===== src/design/ate_pkg.sv =====
// ----------------------------------------------------------------------------
// ate_pkg: arithmetic expression tokenizer definitions
// Character codes, token kinds and the queue entry shared by the block's parts.
// ----------------------------------------------------------------------------
package ate_pkg;

  localparam int DEFAULT_VALUE_BITS = 31;
  localparam int INT_W              = 31;
  localparam int QUEUE_DEPTH        = 4;
  localparam int QUEUE_AW           = $clog2(QUEUE_DEPTH);
  localparam int QUEUE_CW           = $clog2(QUEUE_DEPTH + 1);

  localparam logic [7:0] CH_SPACE  = 8'h20;
  localparam logic [7:0] CH_PLUS   = 8'h2B;
  localparam logic [7:0] CH_MINUS  = 8'h2D;
  localparam logic [7:0] CH_STAR   = 8'h2A;
  localparam logic [7:0] CH_SLASH  = 8'h2F;
  localparam logic [7:0] CH_LPAREN = 8'h28;
  localparam logic [7:0] CH_RPAREN = 8'h29;
  localparam logic [7:0] CH_ZERO   = 8'h30;
  localparam logic [7:0] CH_NINE   = 8'h39;
  localparam logic [7:0] CH_NUL    = 8'h00;

  typedef enum logic [1:0] {
    KIND_OP  = 2'd0,
    KIND_INT = 2'd1,
    KIND_EOF = 2'd2,
    KIND_BAD = 2'd3
  } kind_t;

  // Everything one character produces: an optional integer token followed by
  // an optional token of the character itself.
  typedef struct packed {
    logic             has_int;
    logic [INT_W-1:0] int_val;
    logic             int_ovf;
    logic             has_tok;
    kind_t            tok_kind;
    logic [7:0]       tok_char;
  } entry_t;

  function automatic logic is_operator(input logic [7:0] c);
    return (c == CH_PLUS) || (c == CH_MINUS) || (c == CH_STAR) ||
           (c == CH_SLASH) || (c == CH_LPAREN) || (c == CH_RPAREN);
  endfunction

endpackage


===== src/design/ate_if.sv =====
// ----------------------------------------------------------------------------
// ate_if: tokenizer channels
// Valid/ready channels for characters in and tokens out.
// ----------------------------------------------------------------------------
interface ate_in_if;
  logic       valid;
  logic       ready;
  logic [7:0] char_code;

  modport source (output valid, output char_code, input ready);
  modport sink   (input valid, input char_code, output ready);
endinterface

interface ate_out_if;
  logic        valid;
  logic        ready;
  logic [1:0]  token_kind;
  logic [7:0]  op_char;
  logic [30:0] int_value;
  logic        overflow;
  logic        last_of_run;

  modport source (output valid, output token_kind, output op_char, output int_value,
                  output overflow, output last_of_run, input ready);
  modport sink   (input valid, input token_kind, input op_char, input int_value,
                  input overflow, input last_of_run, output ready);
endinterface


===== src/design/arith_expression_tokenizer.sv =====
// Each token is registered in the queue and then in the output register, and it waits
// in the queue while the output is stalled.
// Throughput: one character per cycle while the queue has room; a character that both
// ends a number and carries a token of its own yields two tokens, and a four-entry queue absorbs that.
// The rate is set by the combinational multiply-by-ten-and-add in the classifier.
// Reset: synchronous, active low; it clears the open number, the queue and the output.
// ----------------------------------------------------------------------------
// arith_expression_tokenizer: arithmetic expression lexer
// Turns a stream of characters into operator, integer, end-of-text and error
// tokens, one character per transaction in and one token per transaction out.
// ----------------------------------------------------------------------------
module arith_expression_tokenizer import ate_pkg::*; #(
  parameter int VALUE_BITS = DEFAULT_VALUE_BITS
) (
  input  logic     clk,
  input  logic     rst_n,
  ate_in_if.sink   in_ch,
  ate_out_if.source out_ch
);

  // The front end classifies every character as it arrives. Digits only update
  // the running number and produce nothing. Any other character closes an open
  // number and, unless it is a space, adds its own token; both go into a single
  // queue entry so that the pair always leaves in the right order.
  logic   accept;
  logic   push;
  entry_t push_entry;

  // Queue handshake between the two halves.
  logic   q_empty;
  logic   q_full;
  logic   pop;
  entry_t head;

  // Input is taken whenever the queue has room, independent of the output side.
  assign in_ch.ready = !q_full;
  assign accept      = in_ch.valid && !q_full;

  ate_front #(
    .VALUE_BITS (VALUE_BITS)
  ) u_front (
    .clk       (clk),
    .rst_n     (rst_n),
    .accept    (accept),
    .char_code (in_ch.char_code),
    .push      (push),
    .entry     (push_entry)
  );

  ate_queue u_queue (
    .clk        (clk),
    .rst_n      (rst_n),
    .push       (push),
    .push_entry (push_entry),
    .pop        (pop),
    .head       (head),
    .empty      (q_empty),
    .full       (q_full)
  );

  // The back end holds the output register. It unpacks an entry into an integer
  // token first and the character's token next; last_of_run marks whichever is
  // the final one for that character.
  ate_back u_back (
    .clk       (clk),
    .rst_n     (rst_n),
    .empty     (q_empty),
    .head      (head),
    .pop       (pop),
    .out_ready (out_ch.ready),
    .out_valid (out_ch.valid),
    .out_kind  (out_ch.token_kind),
    .out_char  (out_ch.op_char),
    .out_value (out_ch.int_value),
    .out_ovf   (out_ch.overflow),
    .out_last  (out_ch.last_of_run)
  );

endmodule


===== src/design/ate_front.sv =====
// ----------------------------------------------------------------------------
// ate_front: character classifier and number accumulator
// Classifies each accepted character, builds digit runs and forms queue entries.
// ----------------------------------------------------------------------------
module ate_front import ate_pkg::*; #(
  parameter int VALUE_BITS = DEFAULT_VALUE_BITS
) (
  input  logic       clk,
  input  logic       rst_n,
  input  logic       accept,
  input  logic [7:0] char_code,
  output logic       push,
  output entry_t     entry
);

  logic                    in_number_r, in_number_nxt;
  logic [VALUE_BITS-1:0]   accum_r, accum_nxt;
  logic                    ovf_r, ovf_nxt;

  logic                    is_digit;
  logic [7:0]              digit_full;
  logic [3:0]              digit;
  logic [VALUE_BITS+3:0]   accum_ext;
  logic [VALUE_BITS+3:0]   scaled;
  logic                    sat;
  logic [VALUE_BITS+30:0]  accum_wide;

  assign is_digit   = (char_code >= CH_ZERO) && (char_code <= CH_NINE);
  assign digit_full = char_code - CH_ZERO;
  assign digit      = digit_full[3:0];

  // value*10 + digit as two shifted adds, with four guard bits to spot saturation.
  assign accum_ext  = {4'b0000, accum_r};
  assign scaled     = (accum_ext << 3) + (accum_ext << 1) + {{VALUE_BITS{1'b0}}, digit};
  assign sat        = ovf_r || (|scaled[VALUE_BITS+3:VALUE_BITS]);
  assign accum_wide = {{INT_W{1'b0}}, accum_r};

  always_comb begin
    in_number_nxt = in_number_r;
    accum_nxt     = accum_r;
    ovf_nxt       = ovf_r;
    push          = 1'b0;

    entry.has_int  = in_number_r;
    entry.int_val  = accum_wide[INT_W-1:0];
    entry.int_ovf  = ovf_r;
    entry.has_tok  = 1'b1;
    entry.tok_kind = KIND_BAD;
    entry.tok_char = char_code;

    if (char_code == CH_SPACE) begin
      entry.has_tok = 1'b0;
    end else if (is_operator(char_code)) begin
      entry.tok_kind = KIND_OP;
    end else if (char_code == CH_NUL) begin
      entry.tok_kind = KIND_EOF;
      entry.tok_char = CH_NUL;
    end

    if (accept) begin
      if (is_digit) begin
        in_number_nxt = 1'b1;
        if (!in_number_r) begin
          accum_nxt = {{(VALUE_BITS-4){1'b0}}, digit};
          ovf_nxt   = 1'b0;
        end else if (sat) begin
          accum_nxt = {VALUE_BITS{1'b1}};
          ovf_nxt   = 1'b1;
        end else begin
          accum_nxt = scaled[VALUE_BITS-1:0];
        end
      end else begin
        push          = in_number_r || entry.has_tok;
        in_number_nxt = 1'b0;
        accum_nxt     = '0;
        ovf_nxt       = 1'b0;
      end
    end
  end

  always_ff @(posedge clk) begin
    if (!rst_n) begin
      in_number_r <= 1'b0;
      accum_r     <= '0;
      ovf_r       <= 1'b0;
    end else begin
      in_number_r <= in_number_nxt;
      accum_r     <= accum_nxt;
      ovf_r       <= ovf_nxt;
    end
  end

endmodule


===== src/design/ate_queue.sv =====
// ----------------------------------------------------------------------------
// ate_queue: entry queue
// Short first-in first-out queue between the classifier and the token emitter.
// ----------------------------------------------------------------------------
module ate_queue import ate_pkg::*; (
  input  logic   clk,
  input  logic   rst_n,
  input  logic   push,
  input  entry_t push_entry,
  input  logic   pop,
  output entry_t head,
  output logic   empty,
  output logic   full
);

  entry_t              slots_r [QUEUE_DEPTH];
  logic [QUEUE_AW-1:0] wr_ptr_r, wr_ptr_nxt;
  logic [QUEUE_AW-1:0] rd_ptr_r, rd_ptr_nxt;
  logic [QUEUE_CW-1:0] count_r, count_nxt;
  logic                do_push, do_pop;

  assign empty   = (count_r == '0);
  assign full    = (count_r == QUEUE_CW'(QUEUE_DEPTH));
  assign do_push = push && !full;
  assign do_pop  = pop && !empty;
  assign head    = slots_r[rd_ptr_r];

  always_comb begin
    wr_ptr_nxt = do_push ? wr_ptr_r + 1'b1 : wr_ptr_r;
    rd_ptr_nxt = do_pop  ? rd_ptr_r + 1'b1 : rd_ptr_r;
    count_nxt  = count_r;
    if (do_push && !do_pop) begin
      count_nxt = count_r + 1'b1;
    end else if (do_pop && !do_push) begin
      count_nxt = count_r - 1'b1;
    end
  end

  always_ff @(posedge clk) begin
    if (do_push) begin
      slots_r[wr_ptr_r] <= push_entry;
    end
  end

  always_ff @(posedge clk) begin
    if (!rst_n) begin
      wr_ptr_r <= '0;
      rd_ptr_r <= '0;
      count_r  <= '0;
    end else begin
      wr_ptr_r <= wr_ptr_nxt;
      rd_ptr_r <= rd_ptr_nxt;
      count_r  <= count_nxt;
    end
  end

endmodule


===== src/design/ate_back.sv =====
// ----------------------------------------------------------------------------
// ate_back: token emitter
// Splits each queue entry into one or two tokens and drives the output register.
// ----------------------------------------------------------------------------
module ate_back import ate_pkg::*; (
  input  logic             clk,
  input  logic             rst_n,
  input  logic             empty,
  input  entry_t           head,
  output logic             pop,
  input  logic             out_ready,
  output logic             out_valid,
  output logic [1:0]       out_kind,
  output logic [7:0]       out_char,
  output logic [INT_W-1:0] out_value,
  output logic             out_ovf,
  output logic             out_last
);

  logic             valid_r, valid_nxt;
  logic             pend_r, pend_nxt;
  kind_t            pend_kind_r, pend_kind_nxt;
  logic [7:0]       pend_char_r, pend_char_nxt;
  kind_t            kind_r, kind_nxt;
  logic [7:0]       char_r, char_nxt;
  logic [INT_W-1:0] value_r, value_nxt;
  logic             ovf_r, ovf_nxt;
  logic             last_r, last_nxt;
  logic             load_ok;

  assign load_ok = !valid_r || out_ready;

  always_comb begin
    valid_nxt     = valid_r;
    pend_nxt      = pend_r;
    pend_kind_nxt = pend_kind_r;
    pend_char_nxt = pend_char_r;
    kind_nxt      = kind_r;
    char_nxt      = char_r;
    value_nxt     = value_r;
    ovf_nxt       = ovf_r;
    last_nxt      = last_r;
    pop           = 1'b0;

    if (load_ok) begin
      if (pend_r) begin
        // Second token of an entry whose integer has already gone out.
        valid_nxt = 1'b1;
        pend_nxt  = 1'b0;
        kind_nxt  = pend_kind_r;
        char_nxt  = pend_char_r;
        value_nxt = '0;
        ovf_nxt   = 1'b0;
        last_nxt  = 1'b1;
      end else if (!empty) begin
        pop       = 1'b1;
        valid_nxt = 1'b1;
        if (head.has_int) begin
          kind_nxt      = KIND_INT;
          char_nxt      = '0;
          value_nxt     = head.int_val;
          ovf_nxt       = head.int_ovf;
          last_nxt      = !head.has_tok;
          pend_nxt      = head.has_tok;
          pend_kind_nxt = head.tok_kind;
          pend_char_nxt = head.tok_char;
        end else begin
          kind_nxt  = head.tok_kind;
          char_nxt  = head.tok_char;
          value_nxt = '0;
          ovf_nxt   = 1'b0;
          last_nxt  = 1'b1;
        end
      end else begin
        valid_nxt = 1'b0;
      end
    end
  end

  always_ff @(posedge clk) begin
    if (!rst_n) begin
      valid_r <= 1'b0;
      pend_r  <= 1'b0;
    end else begin
      valid_r <= valid_nxt;
      pend_r  <= pend_nxt;
    end
  end

  always_ff @(posedge clk) begin
    pend_kind_r <= pend_kind_nxt;
    pend_char_r <= pend_char_nxt;
    kind_r      <= kind_nxt;
    char_r      <= char_nxt;
    value_r     <= value_nxt;
    ovf_r       <= ovf_nxt;
    last_r      <= last_nxt;
  end

  assign out_valid = valid_r;
  assign out_kind  = kind_r;
  assign out_char  = char_r;
  assign out_value = value_r;
  assign out_ovf   = ovf_r;
  assign out_last  = last_r;

endmodule


===== src/flat_wrapper.sv =====
// flat-port wrapper written by rule: the top's interface ports become plain ports
module arith_expression_tokenizer_flat import ate_pkg::*;
#(
  parameter int VALUE_BITS = DEFAULT_VALUE_BITS
)
  (clk, rst_n, in_ch_valid, in_ch_char_code, in_ch_ready, out_ch_valid, out_ch_token_kind, out_ch_op_char, out_ch_int_value, out_ch_overflow, out_ch_last_of_run, out_ch_ready);
  ate_in_if in_ch_i ();
  ate_out_if out_ch_i ();
  input  logic clk;
  input  logic rst_n;
  input wire logic [$bits(in_ch_i.valid)-1:0] in_ch_valid;
  input wire logic [$bits(in_ch_i.char_code)-1:0] in_ch_char_code;
  output wire logic [$bits(in_ch_i.ready)-1:0] in_ch_ready;
  output wire logic [$bits(out_ch_i.valid)-1:0] out_ch_valid;
  output wire logic [$bits(out_ch_i.token_kind)-1:0] out_ch_token_kind;
  output wire logic [$bits(out_ch_i.op_char)-1:0] out_ch_op_char;
  output wire logic [$bits(out_ch_i.int_value)-1:0] out_ch_int_value;
  output wire logic [$bits(out_ch_i.overflow)-1:0] out_ch_overflow;
  output wire logic [$bits(out_ch_i.last_of_run)-1:0] out_ch_last_of_run;
  input wire logic [$bits(out_ch_i.ready)-1:0] out_ch_ready;
  assign in_ch_i.valid = in_ch_valid;
  assign in_ch_i.char_code = in_ch_char_code;
  assign in_ch_ready = in_ch_i.ready;
  assign out_ch_valid = out_ch_i.valid;
  assign out_ch_token_kind = out_ch_i.token_kind;
  assign out_ch_op_char = out_ch_i.op_char;
  assign out_ch_int_value = out_ch_i.int_value;
  assign out_ch_overflow = out_ch_i.overflow;
  assign out_ch_last_of_run = out_ch_i.last_of_run;
  assign out_ch_i.ready = out_ch_ready;
  arith_expression_tokenizer #(.VALUE_BITS(VALUE_BITS)) u_core (.clk(clk), .rst_n(rst_n), .in_ch(in_ch_i), .out_ch(out_ch_i));
endmodule

===== config.mk =====
export PLATFORM = sky130hd
export DESIGN_NAME = arith_expression_tokenizer_flat
export DESIGN_NICKNAME = d
export VERILOG_FILES = /design/src/design/ate_pkg.sv /design/src/design/ate_if.sv /design/src/design/arith_expression_tokenizer.sv /design/src/design/ate_front.sv /design/src/design/ate_queue.sv /design/src/design/ate_back.sv /design/src/flat_wrapper.sv
export SDC_FILE = /design/constraint.sdc
export NUM_CORES = 1
export LEC_CHECK = 0
export ABC_AREA = 1
export BUFFER_PORTS_ARGS = -buffer_cell sky130_fd_sc_hd__buf_2
export CAP_MARGIN = 20
export CORE_ASPECT_RATIO = 1.1
export CORE_UTILIZATION = 40
export DETAILED_ROUTE_END_ITERATION = 6
export PLACE_DENSITY = 0.54
export SYNTH_ARGS = -nofsm -noshare
export SYNTH_HDL_FRONTEND = slang
export SYNTH_HIERARCHICAL = 1
export SYNTH_SLANG_ARGS = --single-unit

===== constraint.sdc =====
create_clock -name clk -period 4.5 [get_ports clk]
set_input_delay 0.9 -clock clk [delete_from_list [all_inputs] [get_ports clk]]
set_output_delay 0.9 -clock clk [all_outputs]
set_load 0.05 [all_outputs]

Word level (Yosys, flattened, before mapping)
Memories as Yosys holds them, arrays and structs flattened. A register that Yosys moved wholly into a read port is not among the register bits. Cells that the tools add are included.

Output and inout port bits: 45. Input port bits: 12. Bits in registers: 95. Memories kept: 1. Memory bits (writable): 176.

Reduce and logical (&&, ||, !) cells: 27. Bitwise operators: 2. Muxes and demuxes: 39. Add/subtract/negate cells: 7. Magnitude comparators: 2. Equal/unequal tests: 10.

Memory list: u_core.u_queue.slots_r (depth 4, width 44, read ports 1, clocked after Yosys merged registers in 1, wr ports 1, line ate_queue.sv:16) `entry_t slots_r [QUEUE_DEPTH];`.

Operators by type and width (number): 31-bit two-way mux (5); 8-bit by 6-bit == test with 1-bit output, second input constant (7); 34-bit by 32-bit adder with 35-bit output (1); 35-bit by 4-bit adder with 35-bit output (1); 8-bit two-way mux (4); 1-bit two-way mux (20); 2-bit two-way mux (6); 10-bit two-way mux (1); 9-bit two-way mux (1); 8-bit by 6-bit greater-or-equal comparator with 1-bit output, second input constant (1); 8-bit by 6-bit <= comparator with 1-bit output, second input constant (1); 8-bit zero test (1); 1-bit logical OR (8); 1-bit logical AND (6); 1-bit zero test (6); 3-bit two-way mux (2); 2-bit by 1-bit adder with 2-bit output, second input constant (2); 2-bit AND reduction (2); 4-bit AND reduction (1); 4-bit OR reduction (1); 4-bit by 1-bit subtractor with 4-bit output, second input constant (1); 3-bit by 1-bit adder with 3-bit output, second input constant (1); 3-bit == test, second input constant (1); 3-bit zero test (1); 5 further kinds (6).

Logic depth before layout (Yosys ltp)
Word-level depth: 10. Depth in mapped cells: 18. Gate-level depth less buffers: 17.

Hierarchy
Netlist, hierarchy kept.

By module, submodules not included: ate_queue (sequential area each 5465.2 um^2, area an instance 7095.6 um^2, cells an instance 495, instances 1); ate_front (sequential area each 660.6 um^2, area an instance 4367.9 um^2, cells an instance 709, instances 1); ate_back (sequential area each 1631.6 um^2, area an instance 2067.0 um^2, cells an instance 153, instances 1); arith_expression_tokenizer (sequential area each 0.0 um^2, area an instance 13.8 um^2, cells an instance 3, instances 1).

Least setup slack after synthesis
Ideal clock, no wire load.

Path kind: in2reg. Start point: in in_ch_char_code[7]. End point: mem u_core/u_queue/slots_r[0][0] (netlist bit), enable pin. Buffers on the path: 0. Data arrival time: 3466 ps. Path slack: 588 ps. Stages: 7. Data required time: 4054 ps. Cell sequence: or2_1 nor2_1 o21ai_1 nand2_1 a31oi_1 nand2_1 nor2_1.

Cells in the longest elaborated chain, start to end: 8.

Ends and longest elaborated chain: start, declared (line flat_wrapper.sv:12) `input wire logic [$bits(in_ch_i.char_code)-1:0] in_ch_char_code;`; branches (longest 3 deep; another with 8-bit by 6-bit greater-or-equal comparator with 1-bit output); 1-bit two-way mux * (line ate_front.sv:61) `if (is_digit) begin`; 1-bit two-way mux * (line ate_front.sv:60) `if (accept) begin`; net u_core.push (line arith_expression_tokenizer.sv:26) `logic push;`; 1-bit logical AND * (line ate_queue.sv:24) `assign do_push = push && !full;`; 1-bit two-way mux * (line ate_queue.sv:40) `if (do_push) begin`; 1-bit two-way mux (not written as such) * (line ate_queue.sv:41) `slots_r[wr_ptr_r] <= push_entry;`; end, declared (line ate_queue.sv:16).

Mark *: on every way through the listed nets, which the timed path passes.

Worst setup path in the final report
Start point: reg u_core.u_front.accum_r[0]. End point: reg u_core.u_front.accum_r[20].

Cells in the longest elaborated chain, start to end: 7.

Ends and longest elaborated chain: start, declared (line ate_front.sv:17) `logic [VALUE_BITS-1:0] accum_r, accum_nxt;`; start signal, assigned (line ate_front.sv:88) `accum_r <= accum_nxt;`; 34-bit by 32-bit adder with 35-bit output * (line ate_front.sv:34) `assign scaled = (accum_ext << 3) + (accum_ext << 1) + {{VALUE_BITS{1'b0}}, digit};`; 35-bit by 4-bit adder with 35-bit output * (line ate_front.sv:34); 4-bit OR reduction (line ate_front.sv:35) `assign sat = ovf_r || (|scaled[VALUE_BITS+3:VALUE_BITS]);`; 1-bit logical OR (line ate_front.sv:35); 31-bit two-way mux * (line ate_front.sv:66) `end else if (sat) begin`; 31-bit two-way mux * (line ate_front.sv:63) `if (!in_number_r) begin`; 31-bit two-way mux * (line ate_front.sv:61).

Every way passes the cells marked *; elsewhere a longest branch is shown, timed or not. A chain may end at the register's enable or synchronous reset.

==> flow_summary.json <==
{
  "status": "finished clean",
  "clock-sinks": 273,
  "hold_slack_ns": 0.501,
  "grt_usage": 0.177,
  "post-route-period-util": 0.669,
  "synth_area_um2": 13500,
  "routed_wl_mm": 29.3,
  "final_cell_mix": "nand2_1, edfxtp_1, nor2_1, inv_1, o21ai_0",
  "p_leak_uw": 0.00632,
  "nNetsFinal": 1490,
  "synth_xor_area_frac": 0.00517,
  "die_w_um": 177,
  "path_common_cell": "nand2_1",
  "tightest_slew_ns": 0.976,
  "synthMuxAreaShare": 0,
  "worstPathRequired_ns": 4.90,
  "start_util": 0.407,
  "netlist_instances": 1360,
  "dp_hpwl_mm": 19.6,
  "antenna_found_initial": 0,
  "synth_seq_cells": 273,
  "n_antenna_cell": 0,
  "setup.worst_path.class": "register to register",
  "synth_fp_nets": 1441,
  "p_total_uw": 8530,
  "vias": 9062,
  "drtIter0Drc": 670,
  "drc": 0,
  "startpoint_type": "register",
  "layout-area-overhead-vs-synth_pct": 11.4,
  "ctsHoldBuffers": 0,
  "critPathBufInv": 0,
  "yosysWarningCount": 6,
  "ys_async_sr_fraction": 0,
  "yosysSeqAreaShare": 0.573,
  "setup_violations": 0,
  "synth_ff_type": "edfxtp_1",
  "period_needed_ns": 3.01,
  "firstDrtPassIters": 5,
  "path_cells": "fa_1 > fa_1 > nand2_1 > nand2_1 > and2_4 > nand2_1 > nand2_1 > nand2_1 > nand2_2 > nand2_2 > nand2_4 > nor2_8 > nand2_8 > nand2_8 > a21oi_1",
  "hold_viol": 0,
  "grt_pass1_wl_mm": 48.2,
  "max_stage_delay_ns": 0.52,
  "ir_drop_mv": 0.268,
  "cts_tree": "yes",
  "rsz0062_at_grt": "false",
  "arrival_ns": 3.41,
  "numCtsBuffers": 28,
  "yosys.area_share.adder": 0.0654,
  "first_global_vias": 9048,
  "cts_buffer_depth": 3,
  "cts_resized": 0,
  "setup_tns_ns": 0,
  "grt_max_degree": 89,
  "ios": 57,
  "clockRootBuffer": "clkbuf_16",
  "max_freq_mhz": 332,
  "die_y_um": 195,
  "cts_setup_buffers": 0,
  "max_cap_violations": 0,
  "place_area_um2": 14200,
  "rows": 70,
  "htreeDepth": 1,
  "ant_nets": 0,
  "clk_pin_slew_ns": 0.06,
  "hold_path.class": "register to register",
  "grt_overflow": 0,
  "final_cell_area_um2": 15100,
  "critPathTopFamily": "simple AND/OR/NAND/NOR gates",
  "die-area_um2": 34600,
  "io_buffers": 56,
  "insertion_delay_ns": 0.56,
  "drive_above_1_share": 0.154,
  "crit_path_top_delay_cell": "fa_1",
  "synth_edf_count": 229,
  "ys_types": 47,
  "critPathCaptureType": "register",
  "skew_ns": 0.0290,
  "maxSlewHeadroom": 0.348,
  "core_area_um2": 33300,
  "wl_per_cell_um": 15.7,
  "gp_congestion": 0.858,
  "yosys.area_share.simple": 0.171,
  "synth.avg_cell_area_um2": 9.96,
  "path_max_fanout": 24,
  "p_per_area_nw_per_um2": 566,
  "via_per_inst": 4.86,
  "synth_compound_area_frac": 0.112,
  "slew_viol_final": 0,
  "final_common_cell": "nand2_1",
  "synth_top_family_by_area": "simple AND/OR/NAND/NOR gates"
}
## final timing paths
| kind | from | to | slack, ns | cells past startpoint |
|---|---|---|---|---|
| setup / recovery | u_core/u_front/accum_r[0] | u_core/u_front/accum_r[20] | 1.49 | 15 |
| hold / removal | u_core/u_queue/rd_ptr_r[1] | register | 0.50 | 2 |
| setup reg to reg | u_core/u_front/accum_r[0] | u_core/u_front/accum_r[20] | 1.49 | 15 |
| hold reg to reg | u_core/u_queue/rd_ptr_r[1] | register | 0.50 | 2 |
## cell families (layout without fill, tap and decap cells)
| logic type | Yosys count | count (layout) |
|---|---|---|
| flops | 273 | 273 |
| fa+ha+maj | 69 | 69 |
| compound gates | 247 | 247 |
| xor+xnor | 8 | 8 |
| simple gates | 535 | 535 |
| buf+inv | 228 | 299 |
## through the flow
| step | utilization | worst slack [ns] | instances |
|---|---|---|---|
| 3_5_place_dp | 0.426 | 0.919 | 1811 |
| 3_3_place_gp | 0.426 | 0.975 | 1811 |
| 2_1_floorplan | - | 0.588 | 1360 |
| 4_1_cts | 0.453 | 1.45 | 1863 |
| 5_1_grt | 0.453 | 1.21 | 1863 |
| 6_report | 0.453 | 1.49 | 1863 |
## per-layer routing
metal  share of wire  GRT usage
met2            0.49      0.307
met5               0          0
met1            0.46      0.235
met3           0.036     0.0204
met4           0.014     0.0399
## synthesized netlist by cell type, drive strengths merged, types with 3 or more instances
master / count / share of area
a21oi: 67 / 0.032
a22o: 9 / 0.0058
a22oi: 3 / 0.0017
buf: 33 / 0.019
clkbuf: 17 / 0.0050
dfxtp: 44 / 0.065
edfxtp: 229 / 0.51
fa: 3 / 0.0044
ha: 66 / 0.061
inv: 178 / 0.050
nand2: 276 / 0.084
nand3: 35 / 0.013
nand3b: 3 / 0.0017
nor2: 200 / 0.061
nor3: 7 / 0.0044
o21ai: 114 / 0.042
o21bai: 5 / 0.0028
o22ai: 44 / 0.025
or2: 7 / 0.0032
xnor2: 6 / 0.0039
## cell type report
class | count | area (um2)
fill | 3199 | 18200
sequential | 273 | 7760
multi-input combinational | 859 | 4820
clock buffer | 33 | 729
inverter | 178 | 673
tap | 432 | 541
timing repair buffer | 69 | 378
clock inverter | 19 | 186
## registers in the layout, summed over array words and instances (netlist names), named ones only
register / flops
u_core/u_back/out_char: 8
u_core/u_back/out_kind: 2
u_core/u_back/out_last: 1
u_core/u_back/out_ovf: 1
u_core/u_back/out_valid: 1
u_core/u_back/out_value: 31
u_core/u_back/pend_char_r: 8
u_core/u_back/pend_kind_r: 2
u_core/u_back/pend_r: 1
u_core/u_front/accum_r: 31
u_core/u_front/in_number_r: 1
u_core/u_front/ovf_r: 1
u_core/u_queue/count_r: 3
u_core/u_queue/rd_ptr_r: 2
u_core/u_queue/slots_r: 176
u_core/u_queue/wr_ptr_r: 2
## power breakdown
| group | total, uW | internal (uW) | switching [uW] |
|---|---|---|---|
| registers | 3620 | 3420 | 197 |
| clock network | 2290 | 1330 | 961 |
| logic | 2620 | 628 | 2000 |
| total | 8530 | 5380 | 3150 |
## worst reg2reg max path, cell delays in order (launching register included)
cell	delay, ns
dfxtp_1	0.51
fa_1	0.53
fa_1	0.45
nand2_1	0.09
nand2_1	0.07
and2_4	0.15
nand2_1	0.06
nand2_1	0.07
nand2_1	0.08
nand2_2	0.09
nand2_2	0.09
nand2_4	0.07
nor2_8	0.20
nand2_8	0.08
nand2_8	0.22
a21oi_1	0.12
No activity file was read; power rests on OpenSTA's default activity.
